--- src/rtl/ccw_pkg.sv ---
// Shared constants, types and the cell address function for the console cell writer.
package ccw_pkg;

  localparam int COLS   = 80;
  localparam int ROWS   = 25;
  localparam int CELLS  = COLS * ROWS;
  localparam int COL_W  = $clog2(COLS);
  localparam int ROW_W  = $clog2(ROWS);
  localparam int COL_XW = COL_W + 1;
  localparam int ROW_XW = ROW_W + 1;
  localparam int ADDR_W = $clog2(CELLS);
  localparam int CELL_W = 16;

  localparam int OUT_COL_W  = 7;
  localparam int OUT_ROW_W  = 5;
  localparam int RCNT_W     = 12;
  localparam int CFG_IDX_W  = 2;
  localparam int CFG_DATA_W = 8;

  localparam logic [7:0] CH_NEWLINE   = 8'd10;
  localparam logic [7:0] CH_TAB       = 8'd9;
  localparam logic [7:0] BLANK_CHAR   = 8'h20;
  localparam logic [7:0] DEFAULT_ATTR = 8'h07;
  localparam logic [3:0] DEFAULT_TAB  = 4'd4;

  localparam logic [CFG_IDX_W-1:0] REG_ENABLED   = 2'd0;
  localparam logic [CFG_IDX_W-1:0] REG_TEXT_ATTR = 2'd1;
  localparam logic [CFG_IDX_W-1:0] REG_TAB_STEP  = 2'd2;

  typedef enum logic [1:0] {
    ACT_PUT    = 2'd0,
    ACT_REWIND = 2'd1,
    ACT_CLEAR  = 2'd2,
    ACT_READ   = 2'd3
  } action_t;

  typedef enum logic [2:0] {
    ST_INIT,
    ST_IDLE,
    ST_READ,
    ST_SCROLL,
    ST_REWIND,
    ST_CLEAR
  } state_t;

  typedef struct packed {
    logic       enabled;
    logic [7:0] text_attr;
    logic [3:0] tab_step;
  } cfg_t;

  typedef struct packed {
    logic              we;
    logic [ADDR_W-1:0] waddr;
    logic [CELL_W-1:0] wdata;
    logic              re;
    logic [ADDR_W-1:0] raddr;
  } mem_req_t;

  // visible row -> physical row through the ring origin, then row * COLS + col
  function automatic logic [ADDR_W-1:0] cell_addr(input logic [ROW_W-1:0] top,
                                                  input logic [ROW_W-1:0] vrow,
                                                  input logic [COL_W-1:0] col);
    logic [ROW_XW-1:0] sum;
    logic [ROW_XW-1:0] prow;
    sum = {1'b0, top} + {1'b0, vrow};
    if (sum >= ROW_XW'(ROWS)) begin
      prow = sum - ROW_XW'(ROWS);
    end else begin
      prow = sum;
    end
    return ADDR_W'(ADDR_W'(prow[ROW_W-1:0]) * ADDR_W'(COLS)) + ADDR_W'(col);
  endfunction

endpackage

--- src/rtl/ccw_ctrl.sv ---
// Cursor state, action sequencer and cell address generation.
module ccw_ctrl (
  input  logic                          clk,
  input  logic                          rst_n,
  input  logic                          start,
  output logic                          busy,
  input  ccw_pkg::cfg_t                 cfg,
  input  logic [1:0]                    in_action,
  input  logic [7:0]                    in_char_code,
  input  logic [ccw_pkg::RCNT_W-1:0]    in_rewind_count,
  input  logic                          in_erase,
  input  logic [4:0]                    in_read_row,
  input  logic [6:0]                    in_read_col,
  output ccw_pkg::mem_req_t             mem_req,
  input  logic [ccw_pkg::CELL_W-1:0]    mem_rdata,
  output logic                          out_valid,
  output logic [ccw_pkg::OUT_COL_W-1:0] out_cursor_col,
  output logic [ccw_pkg::OUT_ROW_W-1:0] out_cursor_row,
  output logic [7:0]                    out_read_char,
  output logic [7:0]                    out_read_attr,
  output logic                          out_scrolled
);
  import ccw_pkg::*;

  state_t              state_r, state_nxt;
  logic [COL_W-1:0]    col_r, col_nxt;
  logic [ROW_W-1:0]    line_r, line_nxt;
  logic [ROW_W-1:0]    top_r, top_nxt;
  logic [ADDR_W-1:0]   fill_addr_r, fill_addr_nxt;
  logic [7:0]          fill_attr_r, fill_attr_nxt;
  logic [RCNT_W-1:0]   rew_r, rew_nxt;
  logic                erase_r, erase_nxt;
  logic [COL_W-1:0]    wcnt_r, wcnt_nxt;
  logic                rd_ok_r, rd_ok_nxt;
  logic                out_valid_r, out_valid_nxt;
  logic [OUT_COL_W-1:0] out_col_r, out_col_nxt;
  logic [OUT_ROW_W-1:0] out_row_r, out_row_nxt;
  logic [7:0]          out_rchar_r, out_rchar_nxt;
  logic [7:0]          out_rattr_r, out_rattr_nxt;
  logic                out_scr_r, out_scr_nxt;

  action_t             act;
  logic                accept;
  logic                read_ok;
  logic [COL_XW-1:0]   put_col_x;
  logic [ROW_XW-1:0]   put_line_x;
  logic                put_write;
  logic                put_scroll;
  logic                rew_go;
  logic [COL_W-1:0]    col_dec;
  logic                fill_last;
  logic                emit;
  logic [7:0]          rchar_v;
  logic [7:0]          rattr_v;
  logic                scr_v;

  assign act     = action_t'(in_action);
  assign busy    = (state_r != ST_IDLE);
  assign accept  = start && !busy;
  assign read_ok = (32'(in_read_row) < ROWS) && (32'(in_read_col) < COLS);
  assign rew_go  = (col_r != '0) && (in_rewind_count != '0);
  assign col_dec = col_r - COL_W'(1);
  assign fill_last = (fill_addr_r == ADDR_W'(CELLS - 1));

  // put-char cursor update
  always_comb begin
    put_col_x  = {1'b0, col_r};
    put_line_x = {1'b0, line_r};
    put_write  = 1'b0;
    if (in_char_code == CH_NEWLINE) begin
      put_col_x  = '0;
      put_line_x = put_line_x + ROW_XW'(1);
    end else if (in_char_code == CH_TAB) begin
      put_col_x = put_col_x + COL_XW'(cfg.tab_step);
    end else begin
      put_col_x = put_col_x + COL_XW'(1);
      put_write = 1'b1;
    end
    if (put_col_x >= COL_XW'(COLS)) begin
      put_col_x  = '0;
      put_line_x = put_line_x + ROW_XW'(1);
    end
    put_scroll = (put_line_x >= ROW_XW'(ROWS));
  end

  // next state
  always_comb begin
    state_nxt = state_r;
    case (state_r)
      ST_INIT: begin
        if (fill_last) state_nxt = ST_IDLE;
      end
      ST_IDLE: begin
        if (accept) begin
          case (act)
            ACT_READ:   state_nxt = ST_READ;
            ACT_PUT:    if (cfg.enabled && put_scroll) state_nxt = ST_SCROLL;
            ACT_REWIND: if (cfg.enabled && rew_go) state_nxt = ST_REWIND;
            ACT_CLEAR:  if (cfg.enabled) state_nxt = ST_CLEAR;
            default:    state_nxt = ST_IDLE;
          endcase
        end
      end
      ST_READ: state_nxt = ST_IDLE;
      ST_SCROLL: begin
        if (wcnt_r == COL_W'(COLS - 1)) state_nxt = ST_IDLE;
      end
      ST_REWIND: begin
        if (rew_r == RCNT_W'(1)) state_nxt = ST_IDLE;
      end
      ST_CLEAR: begin
        if (fill_last) state_nxt = ST_IDLE;
      end
      default: state_nxt = ST_IDLE;
    endcase
  end

  // datapath, memory requests and result
  always_comb begin
    col_nxt       = col_r;
    line_nxt      = line_r;
    top_nxt       = top_r;
    fill_addr_nxt = fill_addr_r;
    fill_attr_nxt = fill_attr_r;
    rew_nxt       = rew_r;
    erase_nxt     = erase_r;
    wcnt_nxt      = wcnt_r;
    rd_ok_nxt     = rd_ok_r;
    out_valid_nxt = 1'b0;
    out_col_nxt   = out_col_r;
    out_row_nxt   = out_row_r;
    out_rchar_nxt = out_rchar_r;
    out_rattr_nxt = out_rattr_r;
    out_scr_nxt   = out_scr_r;
    mem_req       = '0;
    emit          = 1'b0;
    rchar_v       = '0;
    rattr_v       = '0;
    scr_v         = 1'b0;

    case (state_r)
      ST_INIT: begin
        mem_req.we    = 1'b1;
        mem_req.waddr = fill_addr_r;
        mem_req.wdata = {fill_attr_r, BLANK_CHAR};
        fill_addr_nxt = fill_addr_r + ADDR_W'(1);
      end
      ST_CLEAR: begin
        mem_req.we    = 1'b1;
        mem_req.waddr = fill_addr_r;
        mem_req.wdata = {fill_attr_r, BLANK_CHAR};
        fill_addr_nxt = fill_addr_r + ADDR_W'(1);
        emit          = fill_last;
      end
      ST_IDLE: begin
        if (accept) begin
          fill_attr_nxt = cfg.text_attr;
          case (act)
            ACT_READ: begin
              mem_req.re    = 1'b1;
              mem_req.raddr = cell_addr(top_r, ROW_W'(in_read_row), COL_W'(in_read_col));
              rd_ok_nxt     = read_ok;
            end
            ACT_PUT: begin
              if (cfg.enabled) begin
                if (put_write) begin
                  mem_req.we    = 1'b1;
                  mem_req.waddr = cell_addr(top_r, line_r, col_r);
                  mem_req.wdata = {cfg.text_attr, in_char_code};
                end
                if (put_scroll) begin
                  // old origin row becomes the new bottom line
                  top_nxt       = (top_r == ROW_W'(ROWS - 1)) ? '0 : top_r + ROW_W'(1);
                  fill_addr_nxt = cell_addr(top_r, '0, '0);
                  wcnt_nxt      = '0;
                  col_nxt       = '0;
                  line_nxt      = ROW_W'(ROWS - 1);
                end else begin
                  col_nxt  = put_col_x[COL_W-1:0];
                  line_nxt = put_line_x[ROW_W-1:0];
                  emit     = 1'b1;
                end
              end else begin
                emit = 1'b1;
              end
            end
            ACT_REWIND: begin
              if (cfg.enabled && rew_go) begin
                rew_nxt   = in_rewind_count;
                erase_nxt = in_erase;
              end else begin
                emit = 1'b1;
              end
            end
            ACT_CLEAR: begin
              if (cfg.enabled) begin
                col_nxt       = '0;
                line_nxt      = '0;
                top_nxt       = '0;
                fill_addr_nxt = '0;
              end else begin
                emit = 1'b1;
              end
            end
            default: emit = 1'b1;
          endcase
        end
      end
      ST_READ: begin
        emit = 1'b1;
        if (rd_ok_r) begin
          rchar_v = mem_rdata[7:0];
          rattr_v = mem_rdata[15:8];
        end
      end
      ST_SCROLL: begin
        mem_req.we    = 1'b1;
        mem_req.waddr = fill_addr_r;
        mem_req.wdata = {fill_attr_r, BLANK_CHAR};
        fill_addr_nxt = fill_addr_r + ADDR_W'(1);
        wcnt_nxt      = wcnt_r + COL_W'(1);
        if (wcnt_r == COL_W'(COLS - 1)) begin
          emit  = 1'b1;
          scr_v = 1'b1;
        end
      end
      ST_REWIND: begin
        if (erase_r) begin
          mem_req.we    = 1'b1;
          mem_req.waddr = cell_addr(top_r, line_r, col_dec);
          mem_req.wdata = {fill_attr_r, BLANK_CHAR};
        end
        // column 0 is never left standing: wrap to the end of the line above (row 0 stays on row 0)
        if (col_dec == '0) begin
          col_nxt  = COL_W'(COLS - 1);
          line_nxt = (line_r != '0) ? line_r - ROW_W'(1) : line_r;
        end else begin
          col_nxt = col_dec;
        end
        rew_nxt = rew_r - RCNT_W'(1);
        emit    = (rew_r == RCNT_W'(1));
      end
      default: begin
        emit = 1'b0;
      end
    endcase

    if (emit) begin
      out_valid_nxt = 1'b1;
      out_col_nxt   = OUT_COL_W'(col_nxt);
      out_row_nxt   = OUT_ROW_W'(line_nxt);
      out_rchar_nxt = rchar_v;
      out_rattr_nxt = rattr_v;
      out_scr_nxt   = scr_v;
    end
  end

  always_ff @(posedge clk) begin
    if (!rst_n) begin
      state_r     <= ST_INIT;
      col_r       <= '0;
      line_r      <= '0;
      top_r       <= '0;
      fill_addr_r <= '0;
      fill_attr_r <= DEFAULT_ATTR;
      out_valid_r <= 1'b0;
    end else begin
      state_r     <= state_nxt;
      col_r       <= col_nxt;
      line_r      <= line_nxt;
      top_r       <= top_nxt;
      fill_addr_r <= fill_addr_nxt;
      fill_attr_r <= fill_attr_nxt;
      out_valid_r <= out_valid_nxt;
    end
  end

  always_ff @(posedge clk) begin
    rew_r       <= rew_nxt;
    erase_r     <= erase_nxt;
    wcnt_r      <= wcnt_nxt;
    rd_ok_r     <= rd_ok_nxt;
    out_col_r   <= out_col_nxt;
    out_row_r   <= out_row_nxt;
    out_rchar_r <= out_rchar_nxt;
    out_rattr_r <= out_rattr_nxt;
    out_scr_r   <= out_scr_nxt;
  end

  assign out_valid      = out_valid_r;
  assign out_cursor_col = out_col_r;
  assign out_cursor_row = out_row_r;
  assign out_read_char  = out_rchar_r;
  assign out_read_attr  = out_rattr_r;
  assign out_scrolled   = out_scr_r;

endmodule

--- config.mk ---
export PLATFORM = sky130hd
export DESIGN_NAME = ccw_ctrl
export DESIGN_NICKNAME = d
export VERILOG_FILES = /design/src/rtl/ccw_pkg.sv /design/src/rtl/ccw_ctrl.sv
export SDC_FILE = /design/constraint.sdc
export NUM_CORES = 1
export LEC_CHECK = 0
export BUFFER_PORTS_ARGS = -buffer_cell sky130_fd_sc_hd__buf_2
export CORE_ASPECT_RATIO = 1.1
export CORE_UTILIZATION = 55
export DETAILED_ROUTE_END_ITERATION = 10
export GPL_TIMING_DRIVEN = 1
export HOLD_SLACK_MARGIN = 0.05
export PLACE_DENSITY_LB_ADDON = 0.1
export SLEW_MARGIN = 5
export SYNTH_ARGS = -nofsm -noshare
export SYNTH_HDL_FRONTEND = slang
export SYNTH_SLANG_ARGS = --single-unit
--- constraint.sdc ---
create_clock -name clk -period 10.1 [get_ports clk]
set_input_delay 2.525 -clock clk [delete_from_list [all_inputs] [get_ports clk]]
set_output_delay 2.525 -clock clk [all_outputs]
set_load 0.02 [all_outputs]
Yosys cells after proc, flatten, opt, wreduce, memory -nomap -nowiden
Index checks and enable logic that the tools add are counted.
{ "op_classes": {"n_eq_ne": 33, "n_reduce_logical": 27, "addsub": 18, "mul": 4, "mux": 86, "order_cmp": 7} }
{ "op_table": {"columns": ["cell", "n"], "rows": [
  ["2-to-1 mux 5 bit", 28],
  ["2-to-1 mux 28 bit", 4],
  ["one-hot mux 28 bit (3 select lines)", 1],
  ["2-to-1 mux 7 bit", 10],
  ["2-to-1 mux 12 bit", 5],
  ["2-to-1 mux 11 bit", 4],
  ["one-hot mux 11 bit (2 select lines)", 2],
  ["one-hot mux 7 bit (2 select lines)", 3],
  ["2-to-1 mux 40 bit", 1],
  ["adder 11 x 7 -> 11 bit", 3],
  ["one-hot mux 5 bit (2 select lines)", 3],
  ["multiplier 5 x 3 -> 7 bit, second input constant", 4],
  ["one-hot mux 12 bit (2 select lines)", 1],
  ["one-hot mux 3 bit (4 select lines)", 2],
  ["2-to-1 mux 3 bit", 7],
  ["greater-or-equal comparator 6 x 5 -> 1 bit, second input constant", 3],
  ["inequality test 2 bit, second input constant", 9],
  ["equality test 8 x 4 -> 1 bit, second input constant", 2],
  ["2-to-1 mux 8 bit", 2],
  ["inequality test 3 bit, second input constant", 5],
  ["subtractor 5 bit, second input constant", 3],
  ["adder 5 x 5 -> 6 bit", 2],
  ["equality test 12 x 1 -> 1 bit, second input constant", 1],
  ["2-to-1 mux 6 bit", 2],
  ["44 further kinds", 68]
]} }
{ "word_totals": {"register_bits": 90, "elab_cells": 191, "output_inout_bits": 71} }

Depth between registers and ports, before layout
Gate-level depths: netlist of run 1.
{ "depth": {"ltp_word": 17, "depth_mapped": 20, "mapped_depth_nobuf": 20} }

Least setup slack after synthesis of run 1
No wires, ideal clock.
{ "synth_path": {"path_kind": "in2out", "from": "input port in_read_row[0]", "to": "output port mem_req[10] (netlist name)", "arrival_ps": 6256, "slack_ps": 1319, "cell_stages": 18, "path_cell_list": "ha_1 -> fa_1 -> xnor2_1 -> nand2_1 -> o211ai_1 -> nand2_1 -> nor2_1 -> mux2_2 -> ha_1 -> ha_1 -> inv_1 -> fa_1 -> or2_2 -> a21oi_1 -> nor2_1 -> a21oi_1 -> xor2_1 -> nor2_1"} }
{ "synth_rtl": {"columns": ["item", "line_no", "rtl"], "rows": [
  ["start: declaration", "ccw_ctrl.sv:12", "input logic [4:0] in_read_row,"],
  ["end: declaration", "ccw_ctrl.sv:14", "output ccw_pkg::mem_req_t mem_req,"]
]} }

==> implementation parameters, run 1 <==
Parameter                              Value

Yosys
  Mapped cell area    7472 um2
  Distinct cell type count after synthesis    85
  Synth top area cells    edfxtp_1, dfxtp_1, ha_1, xnor2_1, nand2_1
  Average cell area after synthesis    8.689 um2
  Number of enable flip-flop cells after synthesis    50
  Top cells by count, synth    nand2_1, nor2_1, ha_1
  Synth warn    0
  Cell type with the highest aggregate area in the netlist    edfxtp_1
  Share of synthesized registers carrying an async set or reset    0
  Top cell type's share of synthesized area    0.2009
  Mapped Nets    999
  Primary flip-flop cell chosen by synthesis mapping    edfxtp_1
  Flop and latch count out of synthesis    90
  Sequential element share of the synthesized area    0.3081
  Synthesized instance count    860
  Cell with the most instances after synthesis    nand2_1

Clock network
  Bufs on Longest Clock Path    2
  Cell chosen for the clock root    clkbuf_16
  Clock latency on the worst-skew pair    0.36 ns
  TritonCTS buffer count    9
  Number of buffers added for setup after CTS    0
  TritonCTS clock tree    done
  Maximum level of the CTS H-tree    3
  Hold bufs inserted after CTS    0
  Quantity of gates resized following cts    0
  Clock-pin transition on the worst setup and hold timing paths    0.06 ns
  Number of clock sinks    90

Critical path
  CP startpoint kind    input pin
  Data arrival time at the worst-slack endpoint    6.73 ns
  Critical path data required time    7.58 ns
  Category of the worst setup path capture point    output pin
  Kind of critical path    in2out
  Peak fanout along the critical path    3

Timing
  Period Utilization, post-route    0.9163
  RSZ-0062 raised after global routing    no
  Total Negative Setup Slacks    0 ns
  Fin. max-slew vios    0
  Final setup violation count    0
  Min cycle time layout    9.254 ns
  Worst-case clock skew    0.01691 ns
  Highest clock frequency the design can meet    108.1 MHz
  Headroom to the max-slew limit    0.1646
  Total count of hold-check failures in the final report    0
  Slew at the pin closest to its max-slew limit    1.247 ns

Global routing
  Vias in the first global route    6,374
  Global-route track usage on met1    0.3579
  GR Util All Layers    0.2746
  Largest net degree at the start of global routing    36
  Congestion Overflow GR    0
  Global-route wire length before repair    30,770 um
  Met3 GRT Util    0.05566
  GRT busiest layer    met2
  Met2 Use GR    0.4497
  Number of antenna violations at the first check in global routing    0

Drt
  Total routed wirelength    18,870 um
  Post-DR wirelength/cell    16.54 um
  DRT antenna net count    0
  DRT Pass-1 Iters    5
  Number of design-rule violations left by the first detailed-router iteration    541
  Routed vias/inst    5.957
  Total number of vias    6,797
  Number of remaining DRC errors    0

Hold path
  Worst hold-check path type    reg2reg

Power
  Leakage    3.653 nW
  Sequential share of power    0.466
  Fraction of power consumed by combinational cells    0.098
  IR Drop Worst-Case VDD    0.00006282 V
  Total Power    827.6 uW
  Pint    618.4 uW
  Portion of total power attributed to the clock network    0.436
  Switching share of total power    0.2528
  Power per standard cell area    96.82 nW/um2
  Switching component of the power    209.2 uW

Cells and area
  Area grow syn2layout    14.40%
  # nets final    1,113
  Fraction of layout instances using a drive strength above 1    0.1910

Outcome
  Outcome    finished, final reports clean

Placement
  Gpl congestion    0.8804
  IO buf count    137
  Estimated wirelength of the detail-placed design    14,280 um

Floorplan
  Width of the chip    113.1 um
  Number of placement rows    44
  I/O Pins    138
  Core region area    13,210 um2
  Starting utilization of the core area    0.5655
  Die footprint    14,060 um2
  DIE HEIGHT    124.2 um

Flow run
  Max Cap Viol    0
## path summary, 6_finish.rpt
kind,startpoint,end,slack [ns],depth (start not counted)
worst min-delay path,fill_attr_r[3],fill_attr_r[3],0.46,2
worst min register to register,fill_attr_r[3],fill_attr_r[3],0.46,2
worst max register to register,line_r[0],out_cursor_row[1],5.89,13
worst max-delay path,in_read_row[0],mem_req[10],0.85,20
## power groups by stage
stage,clock network [mW],logic (mW),registers (mW)
2_1_floorplan,0,0.0516,0.394
3_3_place_gp,0,0.0788,0.394
3_5_place_dp,0,0.0805,0.394
4_1_cts,0.366,0.0809,0.386
5_1_grt,0.380,0.0911,0.386
6_report,0.361,0.0812,0.386
## stage by stage
stage                     worst slack, ns  hold slack, ns  cell area [um2]  utilization  std cells
final                              0.8457          0.4568             8548       0.6470       1141
after global routing               0.5939          0.4783             8546       0.6468       1140
after CTS                          0.8848          0.4579             8546       0.6468       1140
after detailed placement           0.8823          0.4493             8229       0.6228       1124
after global placement              1.027          0.4463             8229       0.6228       1124
after floorplan                     1.319          0.4357             7472            -        860
## layer usage
| layer | up-vias | wire [um] |
|---|---|---|
| met5 | - | 0 |
| met4 | 0 | 373 |
| met3 | 28 | 1242 |
| met2 | 228 | 8843 |
| met1 | 3168 | 8415 |
| li1 | 3373 | - |
## registers in the layout, summed over array words and instances (netlist names)
name            flops
col_r               7
erase_r             1
fill_addr_r        11
fill_attr_r         8
line_r              5
out_cursor_col      7
out_cursor_row      5
out_read_attr       8
out_read_char       8
out_scrolled        1
out_valid           1
rd_ok_r             1
rew_r              12
state_r             3
top_r               5
wcnt_r              7
## logic make-up after synthesis
group,count (synthesis),share of synthesized area
AND/OR/NAND/NOR,322,0.2235
AO/OA/AOI/OAI,226,0.2115
flip-flops,90,0.3081
buffers and inverters,84,0.04638
adder cells (fa/ha/maj),72,0.1296
XOR/XNOR,59,0.07100
multiplexers,7,0.009879
## final cells by class
type / count / area (um2)
flip-flops and latches: 90 / 2302
fillers: 1126 / 4664
repair buffers: 143 / 730.7
well taps: 161 / 201.4
multi-input cells: 686 / 4830
clock inverters: 7 / 91.34
clock buffers: 9 / 225.2
inverters: 44 / 165.2
diodes: 1 / 2.502
## cell usage in the layout (no fill, tap or decap), types with 9 or more instances in the layout
cell type and instances:
and3_1 17, nor2_1 65, nor3_1 17, nand3_1 33, a32o_1 9, o21ai_0 47, a21oi_1 49, clkbuf_16 9
ha_1 63, buf_2 137, nand2_1 81, edfxtp_1 50, xnor2_1 36, xor2_1 22, a21o_1 16, nor3b_1 9
and2_1 42, dfxtp_1 40, fa_1 9, inv_1 43, nor2b_1 14
## worst max-delay path: stages
cell and delay (ns):
buf_2 0.11, ha_1 0.22, fa_1 0.41, xnor2_1 0.33, nand2_1 0.12, o211ai_1 0.22
nand2_1 0.09, nor2_1 0.21, mux2_2 0.40, ha_1 0.28, ha_1 0.22, inv_1 0.07
fa_1 0.45, or2_2 0.35, a21oi_1 0.16, nor2_1 0.07, a21oi_1 0.15, xor2_1 0.15
nor2_1 0.05, buf_2 0.15
No activity file was read; power rests on OpenSTA's default activity.
==> inputs of run 2 (changes only) <==
--- a/config.mk
+++ b/config.mk
@@ -11,6 +11,7 @@
 export DETAILED_ROUTE_END_ITERATION = 10
 export GPL_TIMING_DRIVEN = 1
 export HOLD_SLACK_MARGIN = 0.05
+export MAX_ROUTING_LAYER = met4
 export PLACE_DENSITY_LB_ADDON = 0.1
 export SLEW_MARGIN = 5
 export SYNTH_ARGS = -nofsm -noshare
==> run 2 against run 1 <==
Cell count did not move. First-iteration DRC count rose by 6.5%. Sequential power barely moved. Die area did not move. Power rose by 0.28%. Design area did not move. Non-clock buffer count did not move. Critical path depth did not move. Clock power barely moved. Wire length barely moved. Core utilization did not move.
==> implementation parameters, run 2 (synthesis gave the netlist of run 1 again) <==
Parameter                              Value

Outcome
  Outcome    finished, final reports clean (unchanged)

Drt
  Post-DR wirelength/cell    16.54 um (about the same)
  Total number of vias    6,842 (was 6,797)
  Routed vias/inst    5.996 (was 5.957)
  DRT antenna net count    0 (unchanged)
  Number of design-rule violations left by the first detailed-router iteration    576 (was 541)
  Number of remaining DRC errors    0 (unchanged)
  Total routed wirelength    18,870 um (about the same)
  DRT Pass-1 Iters    6 (was 5)

Clock network
  Maximum level of the CTS H-tree    3 (unchanged)
  Clock latency on the worst-skew pair    0.36 ns (about the same)
  TritonCTS buffer count    9 (unchanged)
  Bufs on Longest Clock Path    2 (unchanged)
  TritonCTS clock tree    done (unchanged)
  Cell chosen for the clock root    clkbuf_16 (unchanged)
  Number of buffers added for setup after CTS    0 (unchanged)
  Clock-pin transition on the worst setup and hold timing paths    0.06 ns (about the same)
  Number of clock sinks    90 (unchanged)
  Hold bufs inserted after CTS    0 (unchanged)
  Quantity of gates resized following cts    0 (unchanged)

Critical path
  Critical path data required time    7.58 ns (about the same)
  Data arrival time at the worst-slack endpoint    6.72 ns (was 6.73 ns)
  Peak fanout along the critical path    3 (unchanged)
  Category of the worst setup path capture point    output pin (unchanged)
  Kind of critical path    in2out (unchanged)
  CP startpoint kind    input pin (unchanged)

Floorplan
  Width of the chip    113.1 um (unchanged)
  Starting utilization of the core area    0.5655 (unchanged)
  DIE HEIGHT    124.2 um (unchanged)
  Core region area    13,210 um2 (unchanged)
  I/O Pins    138 (unchanged)
  Die footprint    14,060 um2 (unchanged)
  Number of placement rows    44 (unchanged)

Power
  Pint    618.5 uW (was 618.4 uW)
  Power per standard cell area    97.09 nW/um2 (was 96.82 nW/um2)
  IR Drop Worst-Case VDD    0.00006301 V (was 0.00006282 V)
  Sequential share of power    0.465 (was 0.466)
  Fraction of power consumed by combinational cells    0.098 (about the same)
  Switching share of total power    0.2548 (was 0.2528)
  Leakage    3.653 nW (unchanged)
  Switching component of the power    211.4 uW (was 209.2 uW)
  Portion of total power attributed to the clock network    0.437 (was 0.436)

Global routing
  Vias in the first global route    6,390 (was 6,374)
  Congestion Overflow GR    0 (unchanged)
  Global-route wire length before repair    30,750 um (was 30,770 um)
  Number of antenna violations at the first check in global routing    0 (unchanged)
  GR Util All Layers    0.2826 (was 0.2746)
  Largest net degree at the start of global routing    36 (unchanged)

Hold path
  Worst hold-check path type    reg2reg (unchanged)

Cells and area
  # nets final    1,113 (unchanged)
  Final design utilization    0.6470 (unchanged)
  Registers with the highest flip-flop counts    rew_r (12), fill_addr_r (11) (unchanged)
  Non-filler instance count after layout    1,141 (unchanged)
  Leading cell types in the layout, fill and taps excluded    buf_2, nand2_1, nor2_1, ha_1, edfxtp_1 (unchanged)
  Most common cell after layout, fill and taps aside    buf_2 (unchanged)
  Biggest register    rew_r (unchanged)
  Fraction of layout instances using a drive strength above 1    0.1910 (unchanged)
  Area grow syn2layout    14.40% (unchanged)
  Number of flip-flops in the largest register    12 (unchanged)

Timing
  Total Negative Setup Slacks    0 ns (unchanged)
  Slew at the pin closest to its max-slew limit    1.265 ns (was 1.247 ns)
  Worst-case clock skew    0.01145 ns (was 0.01691 ns)
  Min cycle time layout    9.248 ns (was 9.254 ns)
  Fin. max-slew vios    0 (unchanged)
  Period Utilization, post-route    0.9156 (was 0.9163)
  Total count of hold-check failures in the final report    0 (unchanged)
  Final setup violation count    0 (unchanged)
  RSZ-0062 raised after global routing    no (unchanged)
  Highest clock frequency the design can meet    108.1 MHz (about the same)
  Headroom to the max-slew limit    0.1528 (was 0.1646)
  Final setup slack of the worst path    0.8520 ns (was 0.8457 ns)
  WHS    0.4569 ns (was 0.4568 ns)

Flow run
  Max Cap Viol    0 (unchanged)

Placement
  IO buf count    137 (unchanged)
  Worst-case setup slack after placement    0.8823 ns (unchanged)
  Cells after DPL    1,124 (unchanged)
  Gpl congestion    0.8951 (was 0.8804)
  Estimated wirelength of the detail-placed design    14,280 um (unchanged)
-- run 2: cell counts in the layout (fill, tap and decap cells not counted) --
No cell type changed its count.
-- run 2: final cells by class --
type                            count  area (um2)
Multi-Input combinational cell    686        4830
Fill cell                        1126        4664
Sequential cell                    90        2302
Timing Repair Buffer              143       730.7
Clock buffer                        9       225.2
Tap cell                          161       201.4
Inverter                           44       165.2
Clock inverter                      7       91.34
Antenna cell                        1       2.502
-- run 2: power by group through the flow --
| stage | sequential [mW] | combinational (mW) | clock (mW) |
|---|---|---|---|
| finish | 0.386 | 0.0814 | 0.363 |
| global route | 0.386 | 0.0911 | 0.381 |
| CTS | 0.386 | 0.0809 | 0.366 |
| detailed placement | 0.394 | 0.0805 | 0 |
| global placement | 0.394 | 0.0788 | 0 |
| floorplan | 0.394 | 0.0516 | 0 |
-- run 2: routing by layer --
metal  global-route usage  vias to the layer above  wire [um]
met5                    -                        -          0
met4              0.08824                        0        367
met3              0.05859                       26       1303
met2               0.4482                      262       8815
met1               0.3611                     3182       8387
li1                     -                     3372          -
-- run 2: critical path, stage by stage --
cell	delay, ns
buf_2	0.11
ha_1	0.22
fa_1	0.41
xnor2_1	0.32
nand2_1	0.12
o211ai_1	0.22
nand2_1	0.09
nor2_1	0.21
mux2_2	0.40
ha_1	0.28
ha_1	0.22
inv_1	0.07
fa_1	0.45
or2_2	0.35
a21oi_1	0.16
nor2_1	0.07
a21oi_1	0.15
xor2_1	0.15
nor2_1	0.05
buf_2	0.15
-- run 2: final timing paths --
check / start / end / slack (ns) / cells past startpoint
hold reg to reg: fill_attr_r[3] / fill_attr_r[3] / 0.46 / 2
setup / recovery: in_read_row[0] / mem_req[10] / 0.85 / 20
hold / removal: fill_attr_r[3] / fill_attr_r[3] / 0.46 / 2
setup reg to reg: line_r[0] / out_cursor_row[1] / 5.93 / 13
-- run 2: stage by stage --
| step | power (mW) | instance area (um2) |
|---|---|---|
| 3_5_place_dp | 0.4744 | 8229 |
| 6_report | 0.8300 | 8548 |
| 2_1_floorplan | 0.4451 | 7472 |
| 3_3_place_gp | 0.4725 | 8229 |
| 5_1_grt | 0.8574 | 8546 |
| 4_1_cts | 0.8329 | 8546 |
==> inputs of run 3 (changes only) <==
--- a/config.mk
+++ b/config.mk
@@ -12,7 +12,7 @@
 export GPL_TIMING_DRIVEN = 1
 export HOLD_SLACK_MARGIN = 0.05
 export MAX_ROUTING_LAYER = met4
-export PLACE_DENSITY_LB_ADDON = 0.1
+export PLACE_DENSITY = 0.75
 export SLEW_MARGIN = 5
 export SYNTH_ARGS = -nofsm -noshare
 export SYNTH_HDL_FRONTEND = slang
==> run 3 against run 2 <==
Clock power is 5% lower. Worst setup slack gained 0.021 ns. Critical path type unchanged. Fmax up 0.23%. Wire length is 0.64% lower. Die area did not move. Sequential power hardly changed. Non-clock buffer count shrank 2. Cell count down 0.26%. Highest routed layer unchanged. Critical path depth is the same.
==> implementation parameters, run 3 (synthesis gave the netlist of run 1 again) <==
Parameter                              Value

Outcome
  Outcome    finished, final reports clean (unchanged)

Critical path
  CP startpoint kind    input pin (unchanged)
  CP cell instances    buf_2 -> ha_1 -> fa_1 -> xnor2_1 -> nand2_1 -> o211ai_1 -> nand2_1 -> nor2_1 -> mux2_2 -> ha_1 -> ha_1 -> inv_1 -> fa_1 -> or2_2 -> a21oi_1 -> nor2_1 -> a21oi_1 -> xor2_1 -> nor2_1 -> buf_2 (unchanged)
  Critical path data required time    7.58 ns (about the same)
  Highest-delay cell along the critical path    fa_1 (unchanged)
  Peak fanout along the critical path    3 (unchanged)
  Setup slack on the worst flop-to-flop path    5.92 ns (was 5.93 ns)
  Crit path max-delay family    adder cells (unchanged)
  R2R Path End    out_cursor_col[0] (was out_cursor_row[1])
  Category of the worst setup path capture point    output pin (unchanged)
  Register-to-Register Path Depth    13 (unchanged)
  Delay of the slowest cell on the worst path    0.44 ns (was 0.45 ns)
  Data arrival time at the worst-slack endpoint    6.70 ns (was 6.72 ns)
  Kind of critical path    in2out (unchanged)
  Buffer and inverter count on the worst path    3 (unchanged)
  Reg-to-reg startpoint    line_r[1] (was line_r[0])

Drt
  Routed length on met3    892 um (was 1303 um)
  Total number of vias    6,768 (was 6,842)
  DRT antenna net count    0 (unchanged)
  Post-DR wirelength/cell    16.48 um (was 16.54 um)
  Number of design-rule violations left by the first detailed-router iteration    440 (was 576)
  Met1 Wirelength    8693 um (was 8387 um)
  Total routed wirelength    18,750 um (was 18,870 um)
  DRT Pass-1 Iters    5 (was 6)
  Top routing layer in use    met4 (unchanged)
  Met2 layer wire length in the routed design    8837 um (was 8815 um)
  Number of remaining DRC errors    0 (unchanged)
  Routed vias/inst    5.947 (was 5.996)

Cells and area
  Fraction of layout instances using a drive strength above 1    0.1894 (was 0.1910)
  Most common cell after layout, fill and taps aside    buf_2 (unchanged)
  Number of flip-flops in the largest register    12 (unchanged)
  # nets final    1,111 (was 1,113)
  Filler Cell Count    1,124 (was 1,126)
  Ant. Diodes    0 (was 1)
  Area grow syn2layout    14.10% (was 14.40%)
  Area occupied by registers    2302 um2 (unchanged)
  Biggest register    rew_r (unchanged)
  Area of the multi-input gates    4830 um2 (unchanged)
  Leading cell types in the layout, fill and taps excluded    buf_2, nand2_1, nor2_1, ha_1, edfxtp_1 (unchanged)
  Registers with the highest flip-flop counts    rew_r (12), fill_addr_r (11) (unchanged)

Power
  Switching share of total power    0.2651 (was 0.2548)
  Pint    595.5 uW (was 618.5 uW)
  Fraction of power consumed by combinational cells    0.100 (was 0.098)
  Total Power    810.3 uW (was 830.0 uW)
  Power per standard cell area    95.04 nW/um2 (was 97.09 nW/um2)
  Leakage    3.637 nW (was 3.653 nW)
  IR Drop Worst-Case VDD    0.00006627 V (was 0.00006301 V)
  Switching component of the power    214.8 uW (was 211.4 uW)
  Sequential share of power    0.476 (was 0.465)
  Portion of total power attributed to the clock network    0.424 (was 0.437)

Placement
  Gpl congestion    0.9211 (was 0.8951)
  Worst-case setup slack after placement    0.9513 ns (was 0.8823 ns)
  Estimated wirelength of the detail-placed design    14,190 um (was 14,280 um)
  IO buf count    137 (unchanged)

Global routing
  Largest net degree at the start of global routing    36 (unchanged)
  Global-route wire length before repair    30,950 um (was 30,750 um)
  Vias in the first global route    6,300 (was 6,390)
  Number of antenna violations at the first check in global routing    0 (unchanged)
  Congestion Overflow GR    0 (unchanged)
  GR Util All Layers    0.2815 (was 0.2826)

Hold path
  Worst Hold End    fill_attr_r[7] (was fill_attr_r[3])
  Worst hold stages    2 (unchanged)
  Worst hold path startpoint    fill_attr_r[7] (was fill_attr_r[3])
  Worst hold-check path type    reg2reg (unchanged)

Timing
  Final setup violation count    0 (unchanged)
  Total count of hold-check failures in the final report    0 (unchanged)
  Highest clock frequency the design can meet    108.4 MHz (was 108.1 MHz)
  Worst-case clock skew    0.01293 ns (was 0.01145 ns)
  Period Utilization, post-route    0.9136 (was 0.9156)
  Fin. max-slew vios    0 (unchanged)
  Headroom to the max-slew limit    0.2039 (was 0.1528)
  Slew at the pin closest to its max-slew limit    1.194 ns (was 1.265 ns)
  Total Negative Setup Slacks    0 ns (unchanged)
  Min cycle time layout    9.227 ns (was 9.248 ns)
  WHS    0.4576 ns (was 0.4569 ns)
  Final setup slack of the worst path    0.8731 ns (was 0.8520 ns)
  RSZ-0062 raised after global routing    no (unchanged)

Floorplan
  I/O Pins    138 (unchanged)
  Die footprint    14,060 um2 (unchanged)
  Number of placement rows    44 (unchanged)
  DIE HEIGHT    124.2 um (unchanged)
  Starting utilization of the core area    0.5655 (unchanged)
  Width of the chip    113.1 um (unchanged)
  Core region area    13,210 um2 (unchanged)

Clock network
  TritonCTS clock tree    done (unchanged)
  Number of buffers added for setup after CTS    0 (unchanged)
  Quantity of gates resized following cts    0 (unchanged)
  Clock latency on the worst-skew pair    0.36 ns (about the same)
  TritonCTS buffer count    9 (unchanged)
  Bufs on Longest Clock Path    2 (unchanged)
  Hold bufs inserted after CTS    0 (unchanged)
  Clock-pin transition on the worst setup and hold timing paths    0.07 ns (was 0.06 ns)
  Number of clock sinks    90 (unchanged)
  Maximum level of the CTS H-tree    3 (unchanged)
  Cell chosen for the clock root    clkbuf_16 (unchanged)

Flow run
  Max Cap Viol    0 (unchanged)
## run 3: routing by layer
layer | track usage | vias up
met5 | - | -
met4 | 0.08901 | 0
met3 | 0.03271 | 25
met2 | 0.4489 | 206
met1 | 0.3732 | 3160
li1 | - | 3377
## run 3: area by class of cell
class                      count  area share
clock buffer                   9     0.02642
clock inverter                 7     0.01013
inverter                      44     0.01937
multi-input combinational    686      0.5665
sequential                    90      0.2700
tap                          161     0.02363
timing repair buffer         141     0.08394
## run 3: worst min-delay path, delay by kind of cell, from the launching register on
family	cells	cell delay [ns]
AOI/OAI and AO/OA	1	0.05
DFF	1	0.31
and+or+nand+nor	1	0.05
## run 3: worst max-delay path by stage
| stage | slack, ns | endpoint | from | cells after the start |
|---|---|---|---|---|
| final | 0.87 | mem_req[10] | in_read_row[0] | 20 |
| after global routing | 0.59 | mem_req[10] | in_read_row[0] | 20 |
| after global placement | 1.03 | mem_req[10] | in_read_row[0] | 20 |
| after CTS | 0.93 | mem_req[10] | in_read_row[0] | 20 |
| after detailed placement | 0.95 | mem_req[10] | in_read_row[0] | 20 |
| after floorplan | 1.32 | mem_req[10] | in_read_row[0] | 18 |
## run 3: stage by stage
step / util / cells / cell area [um2]
6_report: 0.6453 / 1138 / 8526
5_1_grt: 0.6453 / 1138 / 8526
4_1_cts: 0.6453 / 1138 / 8526
3_5_place_dp: 0.6217 / 1122 / 8214
3_3_place_gp: 0.6217 / 1122 / 8214
2_1_floorplan: - / 860 / 7472
## run 3: power groups by stage
stage	Clock (mW)	Sequential, mW	Combinational (mW)
6_report	0.344	0.386	0.0811
2_1_floorplan	0	0.394	0.0516
5_1_grt	0.365	0.386	0.0916
3_3_place_gp	0	0.394	0.0787
4_1_cts	0.347	0.385	0.0811
3_5_place_dp	0	0.394	0.0803
